**src/sv/crc16_pkt_pkg.sv**
```systemverilog
// crc16_pkt_pkg: shared types, constants and the byte-wide crc step
// for the length-prefixed frame receiver; no dependencies
package crc16_pkt_pkg;

  localparam int unsigned MaxPayload = 256;
  localparam int unsigned CountW     = $clog2(MaxPayload + 1);

  localparam logic [15:0] CrcInit = 16'hFFFF;
  localparam logic [15:0] CrcPoly = 16'h1021;
  localparam logic [7:0]  IdleByte = 8'hFF;

  localparam logic [7:0]  StartMarkerRst  = 8'hAA;
  localparam logic [8:0]  PayloadLimitRst = 9'd256;
  localparam logic        SkipAllOnesRst  = 1'b1;

  localparam int unsigned CfgIdxW  = 2;
  localparam int unsigned CfgDataW = 9;
  localparam logic [CfgIdxW-1:0] CfgStartMarker  = 2'd0;
  localparam logic [CfgIdxW-1:0] CfgPayloadLimit = 2'd1;
  localparam logic [CfgIdxW-1:0] CfgSkipAllOnes  = 2'd2;

  typedef enum logic [1:0] {
    KindPayload  = 2'd0,
    KindGood     = 2'd1,
    KindCrcError = 2'd2,
    KindLenError = 2'd3
  } kind_e;

  // crc-16 ccitt, msb first, one byte per call
  function automatic logic [15:0] crc_feed(input logic [15:0] crc, input logic [7:0] b);
    logic [15:0] c;
    c = crc ^ {b, 8'h00};
    for (int k = 0; k < 8; k++) begin
      if (c[15]) begin
        c = {c[14:0], 1'b0} ^ CrcPoly;
      end else begin
        c = {c[14:0], 1'b0};
      end
    end
    return c;
  endfunction

endpackage

```
**src/sv/crc16_packet_deframer.sv**
```systemverilog
// crc16_packet_deframer: top level of the length-prefixed frame receiver
// depends on crc16_pkt_pkg for constants, the result kind type and the crc step
//
// Usage: bytes from the serial link enter on in_valid_i / rx_byte_i and are
// taken at an edge where in_stall_o is low. Each byte is parsed in the cycle
// it is taken: start marker, command, length low/high, payload, crc low/high.
// A payload byte, a closing good/mismatch report or a length error leaves as
// one request on out_valid_o plus the field ports, in the cycle after the byte
// was taken. One byte is taken every cycle while in_stall_o is low; the
// single output register is refilled in the same cycle it is drained. When
// the receiver holds out_stall_i high with a request pending, in_stall_o
// rises and the request stays unchanged; every byte then waits, whether or
// not it closes a request.
// Configuration writes (start marker, payload limit, idle-byte skip) are taken
// every cycle on cfg_valid_i; the user must make them only while the block is
// idle, which the block does not enforce. Reset clears the parser to hunting,
// the crc to 0xFFFF, the output register to empty, marker 0xAA, limit 256, skip on.
module crc16_packet_deframer (
  input  logic        clk_i,
  input  logic        rst_ni,
  input  logic        cfg_valid_i,
  output logic        cfg_ready_o,
  input  logic [1:0]  cfg_index_i,
  input  logic [8:0]  cfg_data_i,
  input  logic        in_valid_i,
  output logic        in_stall_o,
  input  logic [7:0]  rx_byte_i,
  output logic        out_valid_o,
  input  logic        out_stall_i,
  output logic [1:0]  kind_o,
  output logic [7:0]  data_byte_o,
  output logic [7:0]  byte_index_o,
  output logic [7:0]  command_code_o,
  output logic [15:0] frame_length_o,
  output logic [15:0] crc_received_o,
  output logic [15:0] crc_computed_o
);

  localparam logic [2:0] PhHunt  = 3'd0;
  localparam logic [2:0] PhCmd   = 3'd1;
  localparam logic [2:0] PhLenLo = 3'd2;
  localparam logic [2:0] PhLenHi = 3'd3;
  localparam logic [2:0] PhData  = 3'd4;
  localparam logic [2:0] PhCrcLo = 3'd5;
  localparam logic [2:0] PhCrcHi = 3'd6;

  localparam int unsigned CntW = crc16_pkt_pkg::CountW;

  // configuration
  logic [7:0] start_marker_q;
  logic [8:0] payload_limit_q;
  logic       skip_all_ones_q;

  // parser state
  logic [2:0]      phase_q, phase_d;
  logic [15:0]     crc_q, crc_d;
  logic [7:0]      cmd_q, cmd_d;
  logic [15:0]     len_q, len_d;
  logic [CntW-1:0] cnt_q, cnt_d;
  logic [15:0]     hcrc_q, hcrc_d;

  // output register
  logic                 out_valid_q;
  crc16_pkt_pkg::kind_e kind_q, kind_d;
  logic [7:0]           data_q, data_d;
  logic [7:0]           idx_q, idx_d;
  logic [7:0]           ocmd_q, ocmd_d;
  logic [15:0]          olen_q, olen_d;
  logic [15:0]          orx_q, orx_d;
  logic [15:0]          ocomp_q, ocomp_d;

  logic        in_acc;
  logic        res_d;
  logic [15:0] crc_next;
  logic [15:0] len_full;
  logic [15:0] limit_eff;
  logic [15:0] cnt_inc;
  logic [15:0] cnt_ext;
  logic [15:0] crc_full;

  assign cfg_ready_o = 1'b1;
  assign in_stall_o  = out_valid_q & out_stall_i;
  assign in_acc      = in_valid_i & ~in_stall_o;

  always_ff @(posedge clk_i or negedge rst_ni) begin
    if (!rst_ni) begin
      start_marker_q  <= crc16_pkt_pkg::StartMarkerRst;
      payload_limit_q <= crc16_pkt_pkg::PayloadLimitRst;
      skip_all_ones_q <= crc16_pkt_pkg::SkipAllOnesRst;
    end else if (cfg_valid_i && cfg_ready_o) begin
      case (cfg_index_i)
        crc16_pkt_pkg::CfgStartMarker:  start_marker_q  <= cfg_data_i[7:0];
        crc16_pkt_pkg::CfgPayloadLimit: payload_limit_q <= cfg_data_i;
        crc16_pkt_pkg::CfgSkipAllOnes:  skip_all_ones_q <= cfg_data_i[0];
        default: ;
      endcase
    end
  end

  assign crc_next = crc16_pkt_pkg::crc_feed(crc_q, rx_byte_i);
  assign len_full = {rx_byte_i, len_q[7:0]};
  assign crc_full = {rx_byte_i, hcrc_q[7:0]};
  assign cnt_ext  = 16'(cnt_q);
  assign cnt_inc  = cnt_ext + 16'd1;
  assign limit_eff = (16'(payload_limit_q) > 16'(crc16_pkt_pkg::MaxPayload)) ?
                     16'(crc16_pkt_pkg::MaxPayload) : 16'(payload_limit_q);

  always_comb begin
    phase_d = phase_q;
    crc_d   = crc_q;
    cmd_d   = cmd_q;
    len_d   = len_q;
    cnt_d   = cnt_q;
    hcrc_d  = hcrc_q;
    res_d   = 1'b0;
    kind_d  = crc16_pkt_pkg::KindPayload;
    data_d  = 8'd0;
    idx_d   = 8'd0;
    orx_d   = 16'd0;
    if (!(skip_all_ones_q && rx_byte_i == crc16_pkt_pkg::IdleByte)) begin
      case (phase_q)
        PhHunt: begin
          if (rx_byte_i == start_marker_q) begin
            phase_d = PhCmd;
            crc_d   = crc16_pkt_pkg::CrcInit;
            cmd_d   = 8'd0;
            len_d   = 16'd0;
            cnt_d   = '0;
            hcrc_d  = 16'd0;
          end
        end
        PhCmd: begin
          cmd_d   = rx_byte_i;
          crc_d   = crc_next;
          phase_d = PhLenLo;
        end
        PhLenLo: begin
          len_d   = {8'd0, rx_byte_i};
          crc_d   = crc_next;
          phase_d = PhLenHi;
        end
        PhLenHi: begin
          len_d = len_full;
          crc_d = crc_next;
          cnt_d = '0;
          if (len_full > limit_eff) begin
            phase_d = PhHunt;
            res_d   = 1'b1;
            kind_d  = crc16_pkt_pkg::KindLenError;
          end else if (len_full == 16'd0) begin
            phase_d = PhCrcLo;
          end else begin
            phase_d = PhData;
          end
        end
        PhData: begin
          crc_d  = crc_next;
          res_d  = 1'b1;
          kind_d = crc16_pkt_pkg::KindPayload;
          data_d = rx_byte_i;
          idx_d  = cnt_ext[7:0];
          cnt_d  = cnt_inc[CntW-1:0];
          if (cnt_inc >= len_q) begin
            phase_d = PhCrcLo;
          end
        end
        PhCrcLo: begin
          hcrc_d  = {8'd0, rx_byte_i};
          phase_d = PhCrcHi;
        end
        PhCrcHi: begin
          hcrc_d  = crc_full;
          phase_d = PhHunt;
          res_d   = 1'b1;
          orx_d   = crc_full;
          kind_d  = (crc_full == crc_q) ? crc16_pkt_pkg::KindGood :
                                          crc16_pkt_pkg::KindCrcError;
        end
        default: begin
          phase_d = PhHunt;
        end
      endcase
    end
    ocmd_d  = cmd_d;
    olen_d  = len_d;
    ocomp_d = crc_d;
  end

  always_ff @(posedge clk_i or negedge rst_ni) begin
    if (!rst_ni) begin
      phase_q     <= PhHunt;
      crc_q       <= crc16_pkt_pkg::CrcInit;
      cmd_q       <= 8'd0;
      len_q       <= 16'd0;
      cnt_q       <= '0;
      hcrc_q      <= 16'd0;
      out_valid_q <= 1'b0;
    end else begin
      if (in_acc) begin
        phase_q <= phase_d;
        crc_q   <= crc_d;
        cmd_q   <= cmd_d;
        len_q   <= len_d;
        cnt_q   <= cnt_d;
        hcrc_q  <= hcrc_d;
      end
      if (in_acc) begin
        out_valid_q <= res_d;
      end else if (!out_stall_i) begin
        out_valid_q <= 1'b0;
      end
    end
  end

  always_ff @(posedge clk_i) begin
    if (in_acc && res_d) begin
      kind_q  <= kind_d;
      data_q  <= data_d;
      idx_q   <= idx_d;
      ocmd_q  <= ocmd_d;
      olen_q  <= olen_d;
      orx_q   <= orx_d;
      ocomp_q <= ocomp_d;
    end
  end

  assign out_valid_o    = out_valid_q;
  assign kind_o         = kind_q;
  assign data_byte_o    = data_q;
  assign byte_index_o   = idx_q;
  assign command_code_o = ocmd_q;
  assign frame_length_o = olen_q;
  assign crc_received_o = orx_q;
  assign crc_computed_o = ocomp_q;

  a_good_match : assert property (@(posedge clk_i) disable iff (!rst_ni)
    out_valid_q && kind_q == crc16_pkt_pkg::KindGood |-> orx_q == ocomp_q)
    else $error("good frame reported with differing crc");

  a_bad_differs : assert property (@(posedge clk_i) disable iff (!rst_ni)
    out_valid_q && kind_q == crc16_pkt_pkg::KindCrcError |-> orx_q != ocomp_q)
    else $error("crc mismatch reported with equal crc");

  a_count_in_range : assert property (@(posedge clk_i) disable iff (!rst_ni)
    phase_q == PhData |-> cnt_ext < len_q)
    else $error("payload count reached length inside data phase");

  a_len_limit : assert property (@(posedge clk_i) disable iff (!rst_ni)
    phase_q == PhData |-> len_q <= 16'(crc16_pkt_pkg::MaxPayload))
    else $error("data phase entered with oversized length");

  a_idle_no_move : assert property (@(posedge clk_i) disable iff (!rst_ni)
    in_acc && skip_all_ones_q && rx_byte_i == crc16_pkt_pkg::IdleByte
    |=> $stable(phase_q) && $stable(crc_q) && !out_valid_q)
    else $error("idle byte changed parser state or produced a request");

endmodule
```
**config.mk**
```make
export PLATFORM = sky130hd
export DESIGN_NAME = crc16_packet_deframer
export DESIGN_NICKNAME = d
export VERILOG_FILES = /design/src/sv/crc16_pkt_pkg.sv /design/src/sv/crc16_packet_deframer.sv
export SDC_FILE = /design/constraint.sdc
export NUM_CORES = 1
export LEC_CHECK = 0
export BUFFER_PORTS_ARGS = -buffer_cell sky130_fd_sc_hd__buf_2
export CELL_PAD_IN_SITES_DETAIL_PLACEMENT = 1
export CELL_PAD_IN_SITES_GLOBAL_PLACEMENT = 2
export CORE_ASPECT_RATIO = 0.8
export CORE_MARGIN = 1.5
export CORE_UTILIZATION = 35
export DETAILED_ROUTE_END_ITERATION = 16
export PLACE_DENSITY = 0.71
export SYNTH_ARGS = -nofsm -noshare
export SYNTH_HDL_FRONTEND = slang
export SYNTH_SLANG_ARGS = --single-unit
```
**constraint.sdc**
```tcl
create_clock -name clk_i -period 8 [get_ports clk_i]
set_input_delay 0 -clock clk_i [delete_from_list [all_inputs] [get_ports clk_i]]
set_output_delay 0 -clock clk_i [all_outputs]
set_load 0.02 [all_outputs]
```
Yosys cells after proc, flatten, opt, wreduce, memory -nomap -nowiden. Index checks and enable logic that the tools add are counted.

Flip-flop bits (word level): 153. Output and inout bits: 77. Input port bits: 24.

Muxes and demuxes: 35. $lt $le $gt $ge: 3. Bitwise operators: 15. Eq/ne operators: 14. Add/sub/neg operators: 1. Reductions and logical operators: 17.

Operators with widths (number): 13-bit 2-to-1 mux (8); 16-bit 2-to-1 mux (4); 16-bit one-hot mux with 3 select lines (1); 16-bit one-hot mux with 2 select lines (1); 9-bit one-hot mux with 3 select lines (1); 8-bit 2-to-1 mux (3); 3-bit inverter (8); 8-bit one-hot mux with 3 select lines (1); 9-bit 2-to-1 mux (2); 3-bit one-hot mux with 6 select lines (1); 16-bit == test (1); 10-bit by 16-bit >= comparator with 1-bit output (1); 16-bit by 9-bit greater-than comparator with 1-bit output (1); 16-bit logical NOT (1); 8-bit one-hot mux with 2 select lines (1); 16-bit bitwise XOR (1); 9-bit by 1-bit adder with 10-bit output (second input constant) (1); 3-bit == test (second input constant) (3); 9-bit greater-than comparator (second input constant) (1); 3-bit 2-to-1 mux (3); 8-bit == test (1); 8-bit == test (second input constant) (1); 4-bit AND reduction (2); 3-bit by 2-bit == test with 1-bit output (second input constant) (2); other kinds (20) (35).

Longest topological paths before layout.
Depth after elaboration: 19. Gate-level depth with buffers: 11.

Least setup slack after synthesis. Ideal clock, no wire load.

Kind: register to register. Start: reg payload_limit_q[8]. End: reg idx_q[0] (netlist: byte_index_o[0]) (enable). Path buffers: 0. Setup slack: 642 ps. Stages on the path, launching flop included: 9. Period minus slack after synthesis: 7358 ps. Arrival time: 6749 ps. Path through: dfstp_2 clkinv_1 nand2_1 ha_1 nand4_1 o32a_1 o31ai_1 and2_1 o21ai_0.

Cells in the longest elaborated chain, start to end: 7.

Ends and longest elaborated chain: start, declared (RTL line crc16_packet_deframer.sv:51) `logic [8:0] payload_limit_q;`; start signal, assigned (RTL line crc16_packet_deframer.sv:88) `payload_limit_q <= crc16_pkt_pkg::PayloadLimitRst;`; start signal, assigned (RTL line crc16_packet_deframer.sv:93) `crc16_pkt_pkg::CfgPayloadLimit: payload_limit_q <= cfg_data_i;`; 9-bit greater-than comparator (RTL line crc16_packet_deframer.sv:105) `assign limit_eff = (16'(payload_limit_q) > 16'(crc16_pkt_pkg::MaxPayload)) ?`; 9-bit 2-to-1 mux * (RTL line crc16_packet_deframer.sv:105); 16-bit by 9-bit greater-than comparator with 1-bit output * (RTL line crc16_packet_deframer.sv:146) `if (len_full > limit_eff) begin`; 1-bit 2-to-1 mux * (RTL line crc16_packet_deframer.sv:146); 1-bit one-hot mux with 2 select lines * (RTL line crc16_packet_deframer.sv:121) `case (phase_q)`; 1-bit 2-to-1 mux * (RTL line crc16_packet_deframer.sv:120) `if (!(skip_all_ones_q && rx_byte_i == crc16_pkt_pkg::IdleByte)) begin`; 1-bit logical AND * (RTL line crc16_packet_deframer.sv:216) `if (in_acc && res_d) begin`; end signal, assigned (RTL line crc16_packet_deframer.sv:219) `idx_q <= idx_d;`; end, declared (RTL line crc16_packet_deframer.sv:66) `logic [7:0] idx_q, idx_d;`.

Mark *: on every way between the ends. The rest lies on a longest branch, timed or not. A chain may end at the register's enable or synchronous reset.

Worst setup path in the final report.
Start: reg payload_limit_q[8]. End: reg orx_q[8] (netlist: crc_received_o[8]) (enable).

Cells in the longest elaborated chain, start to end: 7.

Ends and longest elaborated chain: 9-bit greater-than comparator (RTL line crc16_packet_deframer.sv:105); 9-bit 2-to-1 mux * (RTL line crc16_packet_deframer.sv:105); 16-bit by 9-bit greater-than comparator with 1-bit output * (RTL line crc16_packet_deframer.sv:146); 1-bit 2-to-1 mux * (RTL line crc16_packet_deframer.sv:146); 1-bit one-hot mux with 2 select lines * (RTL line crc16_packet_deframer.sv:121); 1-bit 2-to-1 mux * (RTL line crc16_packet_deframer.sv:120); 1-bit logical AND * (RTL line crc16_packet_deframer.sv:216); end signal, assigned (RTL line crc16_packet_deframer.sv:222) `orx_q <= orx_d;`; end, declared (RTL line crc16_packet_deframer.sv:69) `logic [15:0] orx_q, orx_d;`.

Marks and branches as above.

==> flow_metrics.py <==
metrics = {
    "grt": {
        "grt_pass1_vias": 5298,
        "overflow": 0,
        "grt_pass1_wl_microns": 31200,
        "antenna_found_initial": 0,
        "grt_use_total_pct": 19.3,
        "grt_max_degree": 80,
    },
    "clocking": {
        "post_cts_buffers": 0,
        "clock_sinks": 153,
        "root_buffer": "clkbuf_16",
        "cts_buffers": 17,
        "clk_pin_slew_worst_paths_ns": 0.07,
        "cts_tree": "yes",
        "cts-htree-levels": 4,
        "clock_path_buffers": 2,
        "cts_resized": 0,
        "insertion_delay_ns": 0.43,
    },
    "finish": {
        "fill_cells": 2235,
        "fin_nets": 735,
        "n_antenna_cell": 0,
        "syn2layout_area_growth_pct": 20.1,
        "drive_gt1_share_pct": 26.4,
        "final_area_sq_um": 8790,
        "layoutNonFillerInstCount": 973,
    },
    "worst_setup_path": {
        "worstSetupStartpointType": "flop",
        "worstPathRequired_ns": 8.05,
        "arrival_ns": 3.32,
        "crit_path_end_kind": "flop",
        "worstSetupPathType": "flop to flop",
        "crit_fanout": 70,
    },
    "timing": {
        "rsz0062_at_grt": "false",
        "min_period_ns": 3.27,
        "fin_setup_tns_ns": 0,
        "maxSlewViolCount": 0,
        "finClkSkew_ns": 0.0106,
        "max_freq_ghz": 0.306,
        "tightest_slew_ns": 1.26,
        "slew_headroom_pct": 15.4,
        "period_share_pct": 40.9,
        "hold_viol": 0,
        "setup_viol": 0,
    },
    "logic_synthesis": {
        "syn_inst": 579,
        "ys_seq_area_share_pct": 57.7,
        "yosys_most_used_dff": "edfxtp_1",
        "ys_ff_latch": 153,
        "syn_avg_cell_area_sq_um": 12.7,
        "synthesis.area_sq_um": 7320,
        "synth_area_leader_cell": "edfxtp_1",
        "synth_cell_type_count": 59,
        "async_reset_ff_share_pct": 51.6,
        "synthTopCellsByArea": "edfxtp_1, dfrtp_1, dfstp_2",
        "yosys.area.top_type_share_pct": 30.3,
        "syn-num-nets": 623,
        "synth-edff-count": 74,
        "synth_warnings": 0,
    },
    "place": {
        "port_buffers": 99,
        "dpl.hpwl_microns": 13900,
        "gp_congestion": 0.828,
        "placed_cells": 927,
        "placed_area_sq_um": 8090,
    },
    "die": {
        "coreArea_sq_um": 20600,
        "die_area_sq_um": 21800,
        "die-height_microns": 132,
        "placementRows": 47,
        "fp.dieW_microns": 165,
        "num_io_pins": 101,
        "floorplan.initialDensity_pct": 35.6,
    },
    "status": {
        "status": "completed",
    },
    "routing": {
        "first_iter_violations": 301,
        "drc": 0,
        "postRouteAntennaNets": 0,
        "dr_total_vias": 5109,
        "via_per_inst": 5.25,
        "wl_per_cell_microns": 20.6,
        "drt_first_pass_iters": 5,
        "wirelength_microns": 20000,
    },
    "power": {
        "p_leak_nw": 3.64,
        "ir_drop_v": 0.000147,
        "powerDensity_nw_per_um2": 365,
    },
    "worst_hold_path": {
        "hold_class": "input port to flop",
    },
    "run": {
        "drv_cap": 0,
    },
}
## stage by stage
stage                     setup WS (ns)  util [%]  total power (W)  hold WS, ns
after floorplan                   0.642         -          0.00210       -0.296
after global placement             4.96      39.3          0.00240        0.249
after detailed placement           4.73      39.3          0.00244        0.254
after CTS                          4.71      42.7          0.00324       0.0192
after global routing               4.49      42.7          0.00340       0.0562
final                              4.73      42.7          0.00321       0.0402
## report_power, final
| group | switching, W | total [W] | leakage, nW | internal, W |
|---|---|---|---|---|
| clock | 0.000345 | 0.000782 | 0.276 | 0.000436 |
| combinational | 0.000661 | 0.00114 | 1.72 | 0.000477 |
| sequential | 0.000171 | 0.00129 | 1.65 | 0.00112 |
## synthesized netlist by cell type, drive strengths merged (4+ instances only)
cell and number:
nor3 10, a2bb2oi 14, mux2 18, o21ai 10, dfstp 22, a22o 54, clkbuf 13, nand3 9
xor2 20, dfrtp 57, mux2i 12, edfxtp 74, o211ai 4, o31ai 5, and3 20, inv 22
ha 20, nand4 7, nor2 32, nand2 36, and2 12, nor4 7, buf 9, o22a 15
a21oi 8, a211oi 5, xnor2 29
## area by class of cell
type / count / area, sq um / share of cell area (%)
Multi-Input combinational cell: 379 / 2920 / 33.2
Clock inverter: 14 / 139 / 1.58
Tap cell: 269 / 337 / 3.83
Sequential cell: 153 / 4230 / 48.1
Timing Repair Buffer: 115 / 653 / 7.43
Clock buffer: 18 / 429 / 4.88
Inverter: 25 / 93.8 / 1.07
## flip-flops by register name (all words and copies together), names as in the netlist, 9 cells and up
signal and cells:
crc_received_o 16, cnt_q 9, crc_computed_o 16, frame_length_o 16
len_q 16, payload_limit_q 9, crc_q 16
## routing by layer
| metal | part of all wire [%] | wire, microns | vias up | global-route usage (%) |
|---|---|---|---|---|
| met5 | 0 | 0 | - | 0 |
| li1 | - | - | 2403 | - |
| met2 | 44 | 8850 | 144 | 28.4 |
| met4 | 0.64 | 128 | 0 | 4.40 |
| met3 | 7.1 | 1430 | 8 | 3.40 |
| met1 | 48 | 9630 | 2554 | 29.4 |
## cell usage in the layout, fill, tap and decap left out, drive strengths merged, types with 14 or more instances in the layout
| master | instances |
|---|---|
| buf | 101 |
| edfxtp | 74 |
| dfrtp | 57 |
| a22o | 54 |
| nand2 | 36 |
| nor2 | 32 |
| xnor2 | 29 |
| inv | 28 |
| dfstp | 22 |
| xor2 | 20 |
| and3 | 20 |
| ha | 20 |
| mux2 | 18 |
| clkbuf | 18 |
| o22a | 15 |
| a2bb2oi | 14 |
| dlygate4sd3 | 14 |
## worst paths after layout
check | start | slack, ns | end | cells after the start
min in group asynchronous | rst_ni | 0.31 | payload_limit_q[0] | 2
worst min register to register | cmd_q[1] | 0.51 | cmd_q[1] | 1
max in group asynchronous | rst_ni | 7.03 | hcrc_q[2] | 2
worst min-delay path | rx_byte_i[1] | 0.04 | hcrc_q[1] | 3
worst max-delay path | payload_limit_q[8] | 4.73 | crc_received_o[8] | 9
worst max register to register | payload_limit_q[8] | 4.73 | crc_received_o[8] | 9
## logic make-up (layout without fill, tap and decap cells)
logic type | count (synthesis) | after routing | share of synthesized area [%]
muxes | 30 | 30 | 4.41
other | 1 | 1 | 0.0512
DFF | 153 | 153 | 57.7
adders and majority gates | 20 | 20 | 3.42
AOI/OAI and AO/OA | 131 | 131 | 14.7
buffers and inverters | 47 | 172 | 2.63
and+or+nand+nor | 148 | 148 | 11.2
xor gates and xnor gates | 49 | 49 | 5.86
## repair_timing
item	4_1_cts	5_1_grt
hold buffers	14	0
hold endpoints to repair	76	0
endpoints found under the setup margin	0	0
## worst max-delay path, cell delays in order, from the launching register on
cell	delay (ns)
dfstp_2	0.54
clkinv_1	0.20
nand2_1	0.13
ha_1	0.25
nand4_1	0.15
o32a_1	0.21
o31ai_1	0.11
and2_1	0.28
o21ai_4	0.25
buf_4	0.72
Note: power is estimated with default switching activity, not from simulation.
